==> config.mk <==
export PLATFORM = sky130hd
export DESIGN_NAME = xor_basis_insert_flat
export DESIGN_NICKNAME = d
export VERILOG_FILES = /design/src/hw/rtl/xbi_pkg.sv /design/src/hw/rtl/xbi_if.sv /design/src/hw/rtl/xor_basis_insert.sv /design/src/flat_wrapper.sv
export SDC_FILE = /design/constraint.sdc
export NUM_CORES = 2
export LEC_CHECK = 0
export BUFFER_PORTS_ARGS = -buffer_cell sky130_fd_sc_hd__buf_2
export CELL_PAD_IN_SITES_DETAIL_PLACEMENT = 0
export CELL_PAD_IN_SITES_GLOBAL_PLACEMENT = 1
export CORE_ASPECT_RATIO = 0.9
export CORE_MARGIN = 5
export CORE_UTILIZATION = 59
export CTS_BUF_LIST = sky130_fd_sc_hd__clkbuf_4 sky130_fd_sc_hd__clkbuf_8
export CTS_CLUSTER_SIZE = 24
export DETAILED_ROUTE_END_ITERATION = 8
export GPL_ROUTABILITY_DRIVEN = 0
export PLACE_DENSITY = 0.78
export SLEW_MARGIN = 40
export SYNTH_ARGS = -nofsm -noshare
export SYNTH_HDL_FRONTEND = slang
export SYNTH_SLANG_ARGS = --single-unit
==> constraint.sdc <==
create_clock -name clk -period 9.6 [get_ports clk]
set_input_delay 1.92 -clock clk [delete_from_list [all_inputs] [get_ports clk]]
set_output_delay 1.92 -clock clk [all_outputs]
set_load 0.1 [all_outputs]
==> src/hw/rtl/xbi_pkg.sv <==
`timescale 1ns / 1ps

package xbi_pkg;

  localparam int VALUE_W = 64;
  localparam int RANK_W  = 7;

  // opcode codes
  localparam logic OP_INSERT = 1'b0;
  localparam logic OP_CLEAR  = 1'b1;

  typedef enum logic [1:0] {
    S_IDLE,
    S_RUN,
    S_DONE
  } state_t;

endpackage

==> src/hw/rtl/xbi_if.sv <==
`timescale 1ns / 1ps

interface xbi_in_if;
  logic                       valid;
  logic                       ready;
  logic                       opcode;
  logic [xbi_pkg::VALUE_W-1:0] value;

  modport source (output valid, opcode, value, input ready);
  modport sink   (input valid, opcode, value, output ready);
endinterface

interface xbi_out_if;
  logic                      valid;
  logic                      ready;
  logic                      independent;
  logic [xbi_pkg::RANK_W-1:0] rank;

  modport source (output valid, independent, rank, input ready);
  modport sink   (input valid, independent, rank, output ready);
endinterface

==> src/hw/rtl/xor_basis_insert.sv <==
`timescale 1ns / 1ps

// Channel  Dir  Payload                         Item accepted when
// -------  ---  ------------------------------  -----------------------
// cmd      in   opcode, value[63:0]             cmd.valid & cmd.ready
// rsp      out  independent, rank[6:0]          rsp.valid & rsp.ready
//
// Insert item: a first step issues the top row read, then the rows are walked
// one per cycle, top bit down, from a memory with one write and one registered
// read port; then a commit step in S_DONE registers the result. The next item
// is taken only once the result is registered and the block is idle again.
// Clear item: goes straight to the commit step with no walk; all row valid
// bits drop at once, no sweep.
// Reset (rst, synchronous) empties the store and sets rank to zero at once.
// cmd.ready is high only while idle; a held result stalls the commit cycle.

module xor_basis_insert #(
  parameter int VEC_BITS = 64
) (
  input logic         clk,
  input logic         rst,
  xbi_in_if.sink      cmd,
  xbi_out_if.source   rsp
);

  localparam int IDX_W = $clog2(VEC_BITS);
  localparam logic [IDX_W-1:0] TOP_IDX = IDX_W'(VEC_BITS - 1);

  // control
  xbi_pkg::state_t state;
  xbi_pkg::state_t state_next;

  // item being worked on
  logic                      op;
  logic [VEC_BITS-1:0]       vec;      // running remainder
  logic                      iss;      // read addresses still being issued
  logic [IDX_W-1:0]          iss_idx;  // row address being read
  logic                      proc_vld; // rd_data holds row proc_idx
  logic [IDX_W-1:0]          proc_idx;
  logic                      found;    // remainder has a free leading bit
  logic [IDX_W-1:0]          top_idx;

  // basis store: row k has its leading bit at k; empty rows marked invalid
  logic [VEC_BITS-1:0]       mem [VEC_BITS];
  logic [VEC_BITS-1:0]       rd_data;
  logic [VEC_BITS-1:0]       row_vld;
  logic [xbi_pkg::RANK_W-1:0] rank;

  // result register
  logic                       rsp_vld;
  logic                       rsp_indep;
  logic [xbi_pkg::RANK_W-1:0] rsp_rank;

  logic                accept;
  logic                out_free;
  logic                commit;
  logic                last;
  logic                hit;
  logic                free;
  logic [VEC_BITS-1:0] vec_red;

  assign accept   = cmd.valid && cmd.ready;
  assign out_free = !rsp_vld || rsp.ready;
  assign last     = proc_vld && (proc_idx == '0);

  // Reduction step on the row that just came out of the memory. Rows below
  // proc_idx cannot touch bit proc_idx, so once this row is handled the bit
  // is final: a set bit over an empty row is the remainder's leading bit.
  assign hit     = vec[proc_idx] && row_vld[proc_idx];
  assign free    = vec[proc_idx] && !row_vld[proc_idx];
  assign vec_red = hit ? (vec ^ rd_data) : vec;

  // next state
  always_comb begin
    state_next = state;
    case (state)
      xbi_pkg::S_IDLE: begin
        if (accept) begin
          state_next = (cmd.opcode == xbi_pkg::OP_CLEAR) ? xbi_pkg::S_DONE
                                                         : xbi_pkg::S_RUN;
        end
      end
      xbi_pkg::S_RUN: begin
        if (last) state_next = xbi_pkg::S_DONE;
      end
      xbi_pkg::S_DONE: begin
        if (out_free) state_next = xbi_pkg::S_IDLE;
      end
      default: state_next = xbi_pkg::S_IDLE;
    endcase
  end

  // outputs
  always_comb begin
    cmd.ready = 1'b0;
    commit    = 1'b0;
    case (state)
      xbi_pkg::S_IDLE: cmd.ready = 1'b1;
      xbi_pkg::S_RUN:  cmd.ready = 1'b0;
      xbi_pkg::S_DONE: commit    = out_free;
      default: begin
        cmd.ready = 1'b0;
        commit    = 1'b0;
      end
    endcase
  end

  assign rsp.valid       = rsp_vld;
  assign rsp.independent = rsp_indep;
  assign rsp.rank        = rsp_rank;

  // control and bookkeeping
  always_ff @(posedge clk) begin
    if (rst) begin
      state    <= xbi_pkg::S_IDLE;
      iss      <= 1'b0;
      proc_vld <= 1'b0;
      found    <= 1'b0;
      row_vld  <= '0;
      rank     <= '0;
      rsp_vld  <= 1'b0;
    end else begin
      state <= state_next;

      if (accept) begin
        iss      <= (cmd.opcode == xbi_pkg::OP_INSERT);
        proc_vld <= 1'b0;
        found    <= 1'b0;
      end else if (state == xbi_pkg::S_RUN) begin
        proc_vld <= iss;
        if (iss && (iss_idx == '0)) iss <= 1'b0;
        if (proc_vld && free && !found) found <= 1'b1;
      end

      if (commit) begin
        rsp_vld <= 1'b1;
        if (op == xbi_pkg::OP_CLEAR) begin
          row_vld <= '0;
          rank    <= '0;
        end else if (found) begin
          row_vld[top_idx] <= 1'b1;
          rank             <= rank + xbi_pkg::RANK_W'(1);
        end
      end else if (rsp.ready) begin
        rsp_vld <= 1'b0;
      end
    end
  end

  // datapath, no reset needed
  always_ff @(posedge clk) begin
    if (accept) begin
      op      <= cmd.opcode;
      vec     <= cmd.value[VEC_BITS-1:0];  // bits above VEC_BITS ignored
      iss_idx <= TOP_IDX;
    end else if (state == xbi_pkg::S_RUN) begin
      proc_idx <= iss_idx;
      if (iss && (iss_idx != '0)) iss_idx <= iss_idx - IDX_W'(1);
      if (proc_vld) begin
        vec <= vec_red;
        if (free && !found) top_idx <= proc_idx;
      end
    end

    if (commit) begin
      if (op == xbi_pkg::OP_CLEAR) begin
        rsp_indep <= 1'b0;
        rsp_rank  <= '0;
      end else begin
        rsp_indep <= found;
        rsp_rank  <= found ? (rank + xbi_pkg::RANK_W'(1)) : rank;
      end
    end
  end

  // row memory: one write port, one registered read port
  always_ff @(posedge clk) begin
    if (commit && (op == xbi_pkg::OP_INSERT) && found) begin
      mem[top_idx] <= vec;
    end
    rd_data <= mem[iss_idx];
  end

`ifndef SYNTH
  // rank always counts the occupied rows
  a_rank_matches_rows: assert property (@(posedge clk) disable iff (rst)
    $countones(row_vld) == int'(rank))
    else $error("rank does not match occupied row count");

  // an independent insert always leaves a nonzero rank
  a_indep_rank: assert property (@(posedge clk) disable iff (rst)
    (rsp.valid && rsp.independent) |-> (rsp.rank != '0))
    else $error("independent result with zero rank");

  // a result only appears out of the commit cycle
  a_rsp_from_done: assert property (@(posedge clk) disable iff (rst)
    $rose(rsp_vld) |-> $past(state == xbi_pkg::S_DONE))
    else $error("result raised outside commit");

  // the walk ends right after row zero has been handled
  a_walk_ends: assert property (@(posedge clk) disable iff (rst)
    (state == xbi_pkg::S_RUN && last) |=> (state == xbi_pkg::S_DONE))
    else $error("reduction walk did not end at row zero");
`endif

endmodule
==> src/flat_wrapper.sv <==
// flat-port wrapper written by rule: the top's interface ports become plain ports
module xor_basis_insert_flat 
#(
  parameter int VEC_BITS = 64
)
  (clk, rst, cmd_valid, cmd_opcode, cmd_value, cmd_ready, rsp_valid, rsp_independent, rsp_rank, rsp_ready);
  xbi_in_if cmd_i ();
  xbi_out_if rsp_i ();
  input logic clk;
  input logic rst;
  input wire logic [$bits(cmd_i.valid)-1:0] cmd_valid;
  input wire logic [$bits(cmd_i.opcode)-1:0] cmd_opcode;
  input wire logic [$bits(cmd_i.value)-1:0] cmd_value;
  output wire logic [$bits(cmd_i.ready)-1:0] cmd_ready;
  output wire logic [$bits(rsp_i.valid)-1:0] rsp_valid;
  output wire logic [$bits(rsp_i.independent)-1:0] rsp_independent;
  output wire logic [$bits(rsp_i.rank)-1:0] rsp_rank;
  input wire logic [$bits(rsp_i.ready)-1:0] rsp_ready;
  assign cmd_i.valid = cmd_valid;
  assign cmd_i.opcode = cmd_opcode;
  assign cmd_i.value = cmd_value;
  assign cmd_ready = cmd_i.ready;
  assign rsp_valid = rsp_i.valid;
  assign rsp_independent = rsp_i.independent;
  assign rsp_rank = rsp_i.rank;
  assign rsp_i.ready = rsp_ready;
  xor_basis_insert #(.VEC_BITS(VEC_BITS)) u_core (.clk(clk), .rst(rst), .cmd(cmd_i), .rsp(rsp_i));
endmodule
## Yosys cells after proc, flatten, opt, wreduce, memory -nomap -nowiden

Memories as Yosys holds them, arrays and structs flattened. A register that Yosys moved wholly into a read port is not among the register bits.
Index checks and enable logic that the tools add are counted.

- Bits in registers: 168
- Bits in latches: 0
- Memory bits (writable): 4096
- Memory bits (read-only): 0
- Input bits: 69
- Memories kept: 1

Memories:

| memory | depth | width | rd ports | clocked after Yosys merged registers in | wr ports | RTL line | source |
|---|---|---|---|---|---|---|---|
| u_core.mem | 64 | 64 | 1 | 1 | 1 | xor_basis_insert.sv:44 | `logic [VEC_BITS-1:0] mem [VEC_BITS];` |

- Add/sub/neg operators: 2
- Multipliers: 0
- Div/mod/pow operators: 0
- $lt $le $gt $ge: 3
- Equal/unequal tests: 5
- Shift operators: 0
- Multiplexer cells: 28
- Bitwise logic cells: 5
- Reduce and logical (&&, ||, !) cells: 35

Operators by type and width:

| operator | number |
|---|---|
| two-way mux 64 bit | 6 |
| bitwise OR 64 bit | 1 |
| bitwise XOR 64 bit | 1 |
| less-than comparator 6 x 7 -> 1 bit (second input constant) | 2 |
| two-way mux 7 bit | 2 |
| binary-select mux 1 bit (select 6 bit) | 2 |
| logical AND 1 bit | 12 |
| logical NOT 6 bit | 2 |
| two-way mux 1 bit | 12 |
| nonzero test 2 bit | 6 |
| AND reduction 2 bit | 5 |
| two-way mux 2 bit | 4 |
| adder 7 x 1 -> 7 bit (second input constant) | 1 |
| demux 1 bit (select 6 bit) | 1 |
| greater-or-equal comparator 6 x 1 -> 1 bit (second input constant) | 1 |
| != test 2 x 1 -> 1 bit (second input constant) | 3 |
| one-hot mux 2 bit (3 select lines) | 1 |
| AND reduction 3 bit | 2 |
| nonzero test 6 bit | 1 |
| subtractor 6 x 1 -> 6 bit (second input constant) | 1 |
| AND reduction 4 bit | 1 |
| logical NOT 1 bit | 3 |
| inverter 1 bit | 3 |
| == test 2 x 1 -> 1 bit (second input constant) | 1 |
| 4 further kinds | 4 |

## Logic depth before layout (Yosys ltp)

- Depth after elaboration: 7
- Gate-level depth with buffers: 11

## Least setup slack after synthesis

Ideal clock, no wire load.

- Kind: reg2reg
- From: reg u_core.vec[41]
- To: reg u_core.vec[0], enable pin
- Setup time: 0.574 ns
- Arrival time: 6.729 ns
- Required time: 9.026 ns
- Path slack: 2.297 ns
- Stages on the path, launching flop included: 6
- Period minus slack after synthesis: 7.303 ns
- Cells stage by stage: edfxtp_1 mux4_2 mux2i_1 or2_2 a311o_1 o21ai_0

- Longest elaborated chain between the ends: 5

RTL lines:

| item | RTL line | source |
|---|---|---|
| start, declared | xor_basis_insert.sv:35 | `logic [VEC_BITS-1:0] vec;` |
| start signal, assigned | xor_basis_insert.sv:154 | `vec <= cmd.value[VEC_BITS-1:0];` |
| start signal, assigned | xor_basis_insert.sv:160 | `vec <= vec_red;` |
| binary-select mux 1 bit (select 6 bit) | xor_basis_insert.sv:69 | `assign hit = vec[proc_idx] && row_vld[proc_idx];` |
| two-way mux 1 bit (not written as such) | xor_basis_insert.sv:69 |  |
| logical AND 1 bit | xor_basis_insert.sv:69 |  |
| nonzero test 2 bit (no source line) | - |  |
| AND reduction 3 bit (no source line) | - |  |

Every way passes these cells. The select of a mux whose other input is x is not followed.
A chain may end at the register's enable or synchronous reset.

## Worst setup path in the final report

- From: in rsp_ready
- To: mem u_core.mem[0][28], enable pin

- Longest elaborated chain between the ends: 6

RTL lines:

| item | RTL line | source |
|---|---|---|
| start, declared | flat_wrapper.sv:18 | `input wire logic [$bits(rsp_i.ready)-1:0] rsp_ready;` |
| logical OR 1 bit | xor_basis_insert.sv:63 | `assign out_free = !rsp_vld \|\| rsp.ready;` |
| two-way mux 1 bit | xor_basis_insert.sv:97 | `case (state)` |
| logical AND 1 bit (2 in a row) | xor_basis_insert.sv:178 | `if (commit && (op == xbi_pkg::OP_INSERT) && found) begin` |
| two-way mux 1 bit | xor_basis_insert.sv:178 |  |
| two-way mux 1 bit (not written as such) | xor_basis_insert.sv:179 | `mem[top_idx] <= vec;` |
| end, declared | xor_basis_insert.sv:44 |  |

Every way passes these cells.

==> impl_metrics.csv <==
group,metric,value,unit
run_status,outcome,"finished, final reports clean",
layout,final_layout_size_suffix_gt1_share,37.0,%
setup_path,cp.buffers_inverters,4,
synthesis,postSynthAreaPerCell,25.0,um2
synthesis,synth_seq_cells,4328,
placed_design,placed_instances,10300,
floorplan,die_height,510,um
layout,area_delta_synth_final,12.5,%
setup_path,critical-path-top-cell-by-count,"sky130_fd_sc_hd__buf_4",
setup_path,max_fanout_on_critical_path,30,
cts,cts_hold_buf,0,
synthesis,postSynth.topFlopCell,"sky130_fd_sc_hd__edfxtp_1",
synthesis,number_of_enable_type_register_cells_in_the_synthesized_netlist,4181,
cts,tritoncts,"yes",
cts,clock_tree.htree_level_count,6,
floorplan,coreArea,0.276,mm2
route,totalWireLength,412000,um
sta,period_minus_slack,4.65,ns
cts,cts_repair_resize_count,0,
sta,finalCritPeriodShare,48.4,%
global_route,grt_pass1_wl,583000,um
global_route,antenna_violations_before_repair,24,
synthesis,synthesis.instances,6553,
setup_path,worst-endpoint-arrival,5.30,ns
setup_path,cpPeakStageDelay,0.60,ns
setup_path,critical_path_required,10.25,ns
floorplan,io_pins,79,
power,peakVddDrop,0.220,mV
sta,clock-skew-final,0.0753,ns
power,power_density,211,mW/mm2
sta,max-slew-margin-rel,27.0,%
placed_design,portBuffers,78,
synthesis,ys_top_cells_by_count,"sky130_fd_sc_hd__edfxtp_1, sky130_fd_sc_hd__mux4_2, sky130_fd_sc_hd__clkbuf_1",
route,dr.first_iter.drc_count,11000,
sta,setup_repair_after_global_routing_missed_its_margin,"no",
synthesis,yosys.cell_types.count,45,
power,p_leak,59.6,nW
run,maxCapViolations,0,
sta,holdWs,0.461,ns
floorplan,start_util,59.3,%
route,vias_per_cell,6.72,
synthesis,synth_nets,6625,
setup_path,crit_slowest_cell,"sky130_fd_sc_hd__nor2_4",
route,wl_per_cell,35.9,um
sta,finalSetupViolations,0,
hold_path,timing.hold.worst.class,"reg -> reg",
layout,final-instance-count-excl-fill,11500,
route,drc,0,
placed_design,dpl.hpwl,236000,um
floorplan,placementRows,183,
synthesis,yosys.area.top_type_share,76.6,%
cts,postCtsSetupBuffers,0,
synthesis,ys_warn_count,0,
route,route.vias.total,77200,
global_route,grt-ovfl-total,0,
cts,clkTransAtPathRegs,0.07,ns
route,drtAntennaViolNets,0,
route,drt_pre_antenna_iters,5,
setup_path,chain_of_cells_forming_the_critical_path,"buf_2 > nand2b_1 > nor2b_2 > buf_4 > and3b_1 > nand2_1 > nor2_4 > buf_4 > buf_4",
cts,cts_inserted_buffers,657,
sta,timing.setup.tns,0,ns
global_route,grt_pass1_vias,77000,
cts,worst_skew_pair_latency,1.06,ns
synthesis,mappedNetlistArea,0.164,mm2
sta,timing.final.max_slew_violations,0,
sta,final-hold-violation-count,0,
synthesis,synthArstFlopShare,0,%
synthesis,yosysMostFrequentCell,"sky130_fd_sc_hd__edfxtp_1",
setup_path,setup.worst_path.start_class,"primary input",
setup_path,worstSetupEndpointType,"flop",
synthesis,synth_area_leaders,"sky130_fd_sc_hd__edfxtp_1, sky130_fd_sc_hd__mux4_2, sky130_fd_sc_hd__dfxtp_1",
sta,max_clock_freq,215,MHz
global_route,grtUsageTotal,28.9,%
setup_path,critical_path_class,"in -> reg",
setup_path,cpLargestDelayFamily,"simple AND/OR/NAND/NOR gates",
floorplan,die_width,566,um
cts,clock-sinks,4328,
cts,cts_root_buf,"sky130_fd_sc_hd__clkbuf_8",
floorplan,design.die.area,0.288,mm2
sta,worstMarginPinSlew,1.09,ns
global_route,pin_count_of_the_biggest_net_entering_global_routing,127,
layout,finalNetCount,7312,
cts,clockBufferDepth,4,
synthesis,synth_top_area_cell,"sky130_fd_sc_hd__edfxtp_1",
synthesis,synth-seq-area-share,78.4,%
==> cells by family (layout without fill, tap and decap cells) <==
group / after synthesis / count (layout) / synth area share, %
adder cells (fa/ha/maj): 3 / 3 / 0.0229
buffers and inverters: 352 / 1562 / 0.918
AND/OR/NAND/NOR: 236 / 236 / 0.630
multiplexers: 1401 / 1401 / 19.0
XOR/XNOR: 72 / 72 / 0.385
AO/OA/AOI/OAI: 161 / 161 / 0.628
flip-flops: 4328 / 4328 / 78.4
other: 0 / 16 / 0
==> final timing paths <==
kind	from	endpoint	slack, ns	cells past startpoint
worst max-delay path	rsp_ready	u_core.mem[0][28]	4.95	9
worst min-delay path	u_core.row_vld[56]	u_core.row_vld[56]	0.46	1
worst max register to register	u_core.vec[42]	u_core.vec[27]	5.13	8
worst min register to register	u_core.row_vld[56]	u_core.row_vld[56]	0.46	1
==> state kept, by name (all words and copies together) (netlist names), 2 cells and up <==
register	count
u_core.vec	64
u_core.rd_data	64
u_core.rank	7
u_core.mem	4096
u_core.state	2
u_core.rsp.rank	7
u_core.iss_idx	6
u_core.top_idx	6
u_core.row_vld	64
u_core.proc_idx	6
==> metrics by stage <==
stage | total power, mW | util [%] | cell area [um2] | worst slack (ns)
4_1_cts | 39.1 | 66.6 | 184000 | 5.02
6_report | 38.9 | 66.7 | 184000 | 4.95
3_3_place_gp | 24.2 | 61.5 | 170000 | 3.49
5_1_grt | 40.1 | 66.7 | 184000 | 4.86
3_5_place_dp | 24.3 | 61.9 | 171000 | 3.88
2_1_floorplan | 23.2 | - | 164000 | 2.30
==> power breakdown <==
group	leakage (nW)	switching, mW	internal [mW]
Combinational	13.9	1.72	0.696
Clock	6.91	6.99	7.94
Sequential	38.8	0.0937	21.4
Total	59.6	8.80	30.1
==> per-layer routing <==
metal	up-vias	global-route usage (%)	part of all wire [%]
met5	-	0	0.012
met4	8	11.0	4.1
met3	704	5.75	11
met2	5110	44.1	48
met1	41400	42.5	38
li1	30000	-	-
==> final cells by class <==
type / instances / area (um2)
diodes: 16 / 40.0
clock buffers: 943 / 11500
fillers: 16900 / 92000
repair buffers: 372 / 3810
inverters: 8 / 37.5
clock inverters: 239 / 1460
flip-flops and latches: 4328 / 129000
multi-input cells: 1873 / 34400
well taps: 3700 / 4630
==> cells in the final DEF (no fill, tap or decap), types with 64 or more instances in the layout <==
cell type / instances
sky130_fd_sc_hd__edfxtp_1: 4181
sky130_fd_sc_hd__mux4_2: 1368
sky130_fd_sc_hd__clkbuf_8: 702
sky130_fd_sc_hd__clkbuf_4: 241
sky130_fd_sc_hd__buf_4: 190
sky130_fd_sc_hd__dfxtp_1: 141
sky130_fd_sc_hd__clkinv_1: 131
sky130_fd_sc_hd__nand2_1: 86
sky130_fd_sc_hd__buf_2: 78
sky130_fd_sc_hd__xnor2_1: 69
sky130_fd_sc_hd__o21ai_0: 67
sky130_fd_sc_hd__nor2_4: 64
sky130_fd_sc_hd__o21a_1: 64
No activity file was read; power rests on OpenSTA's default activity.
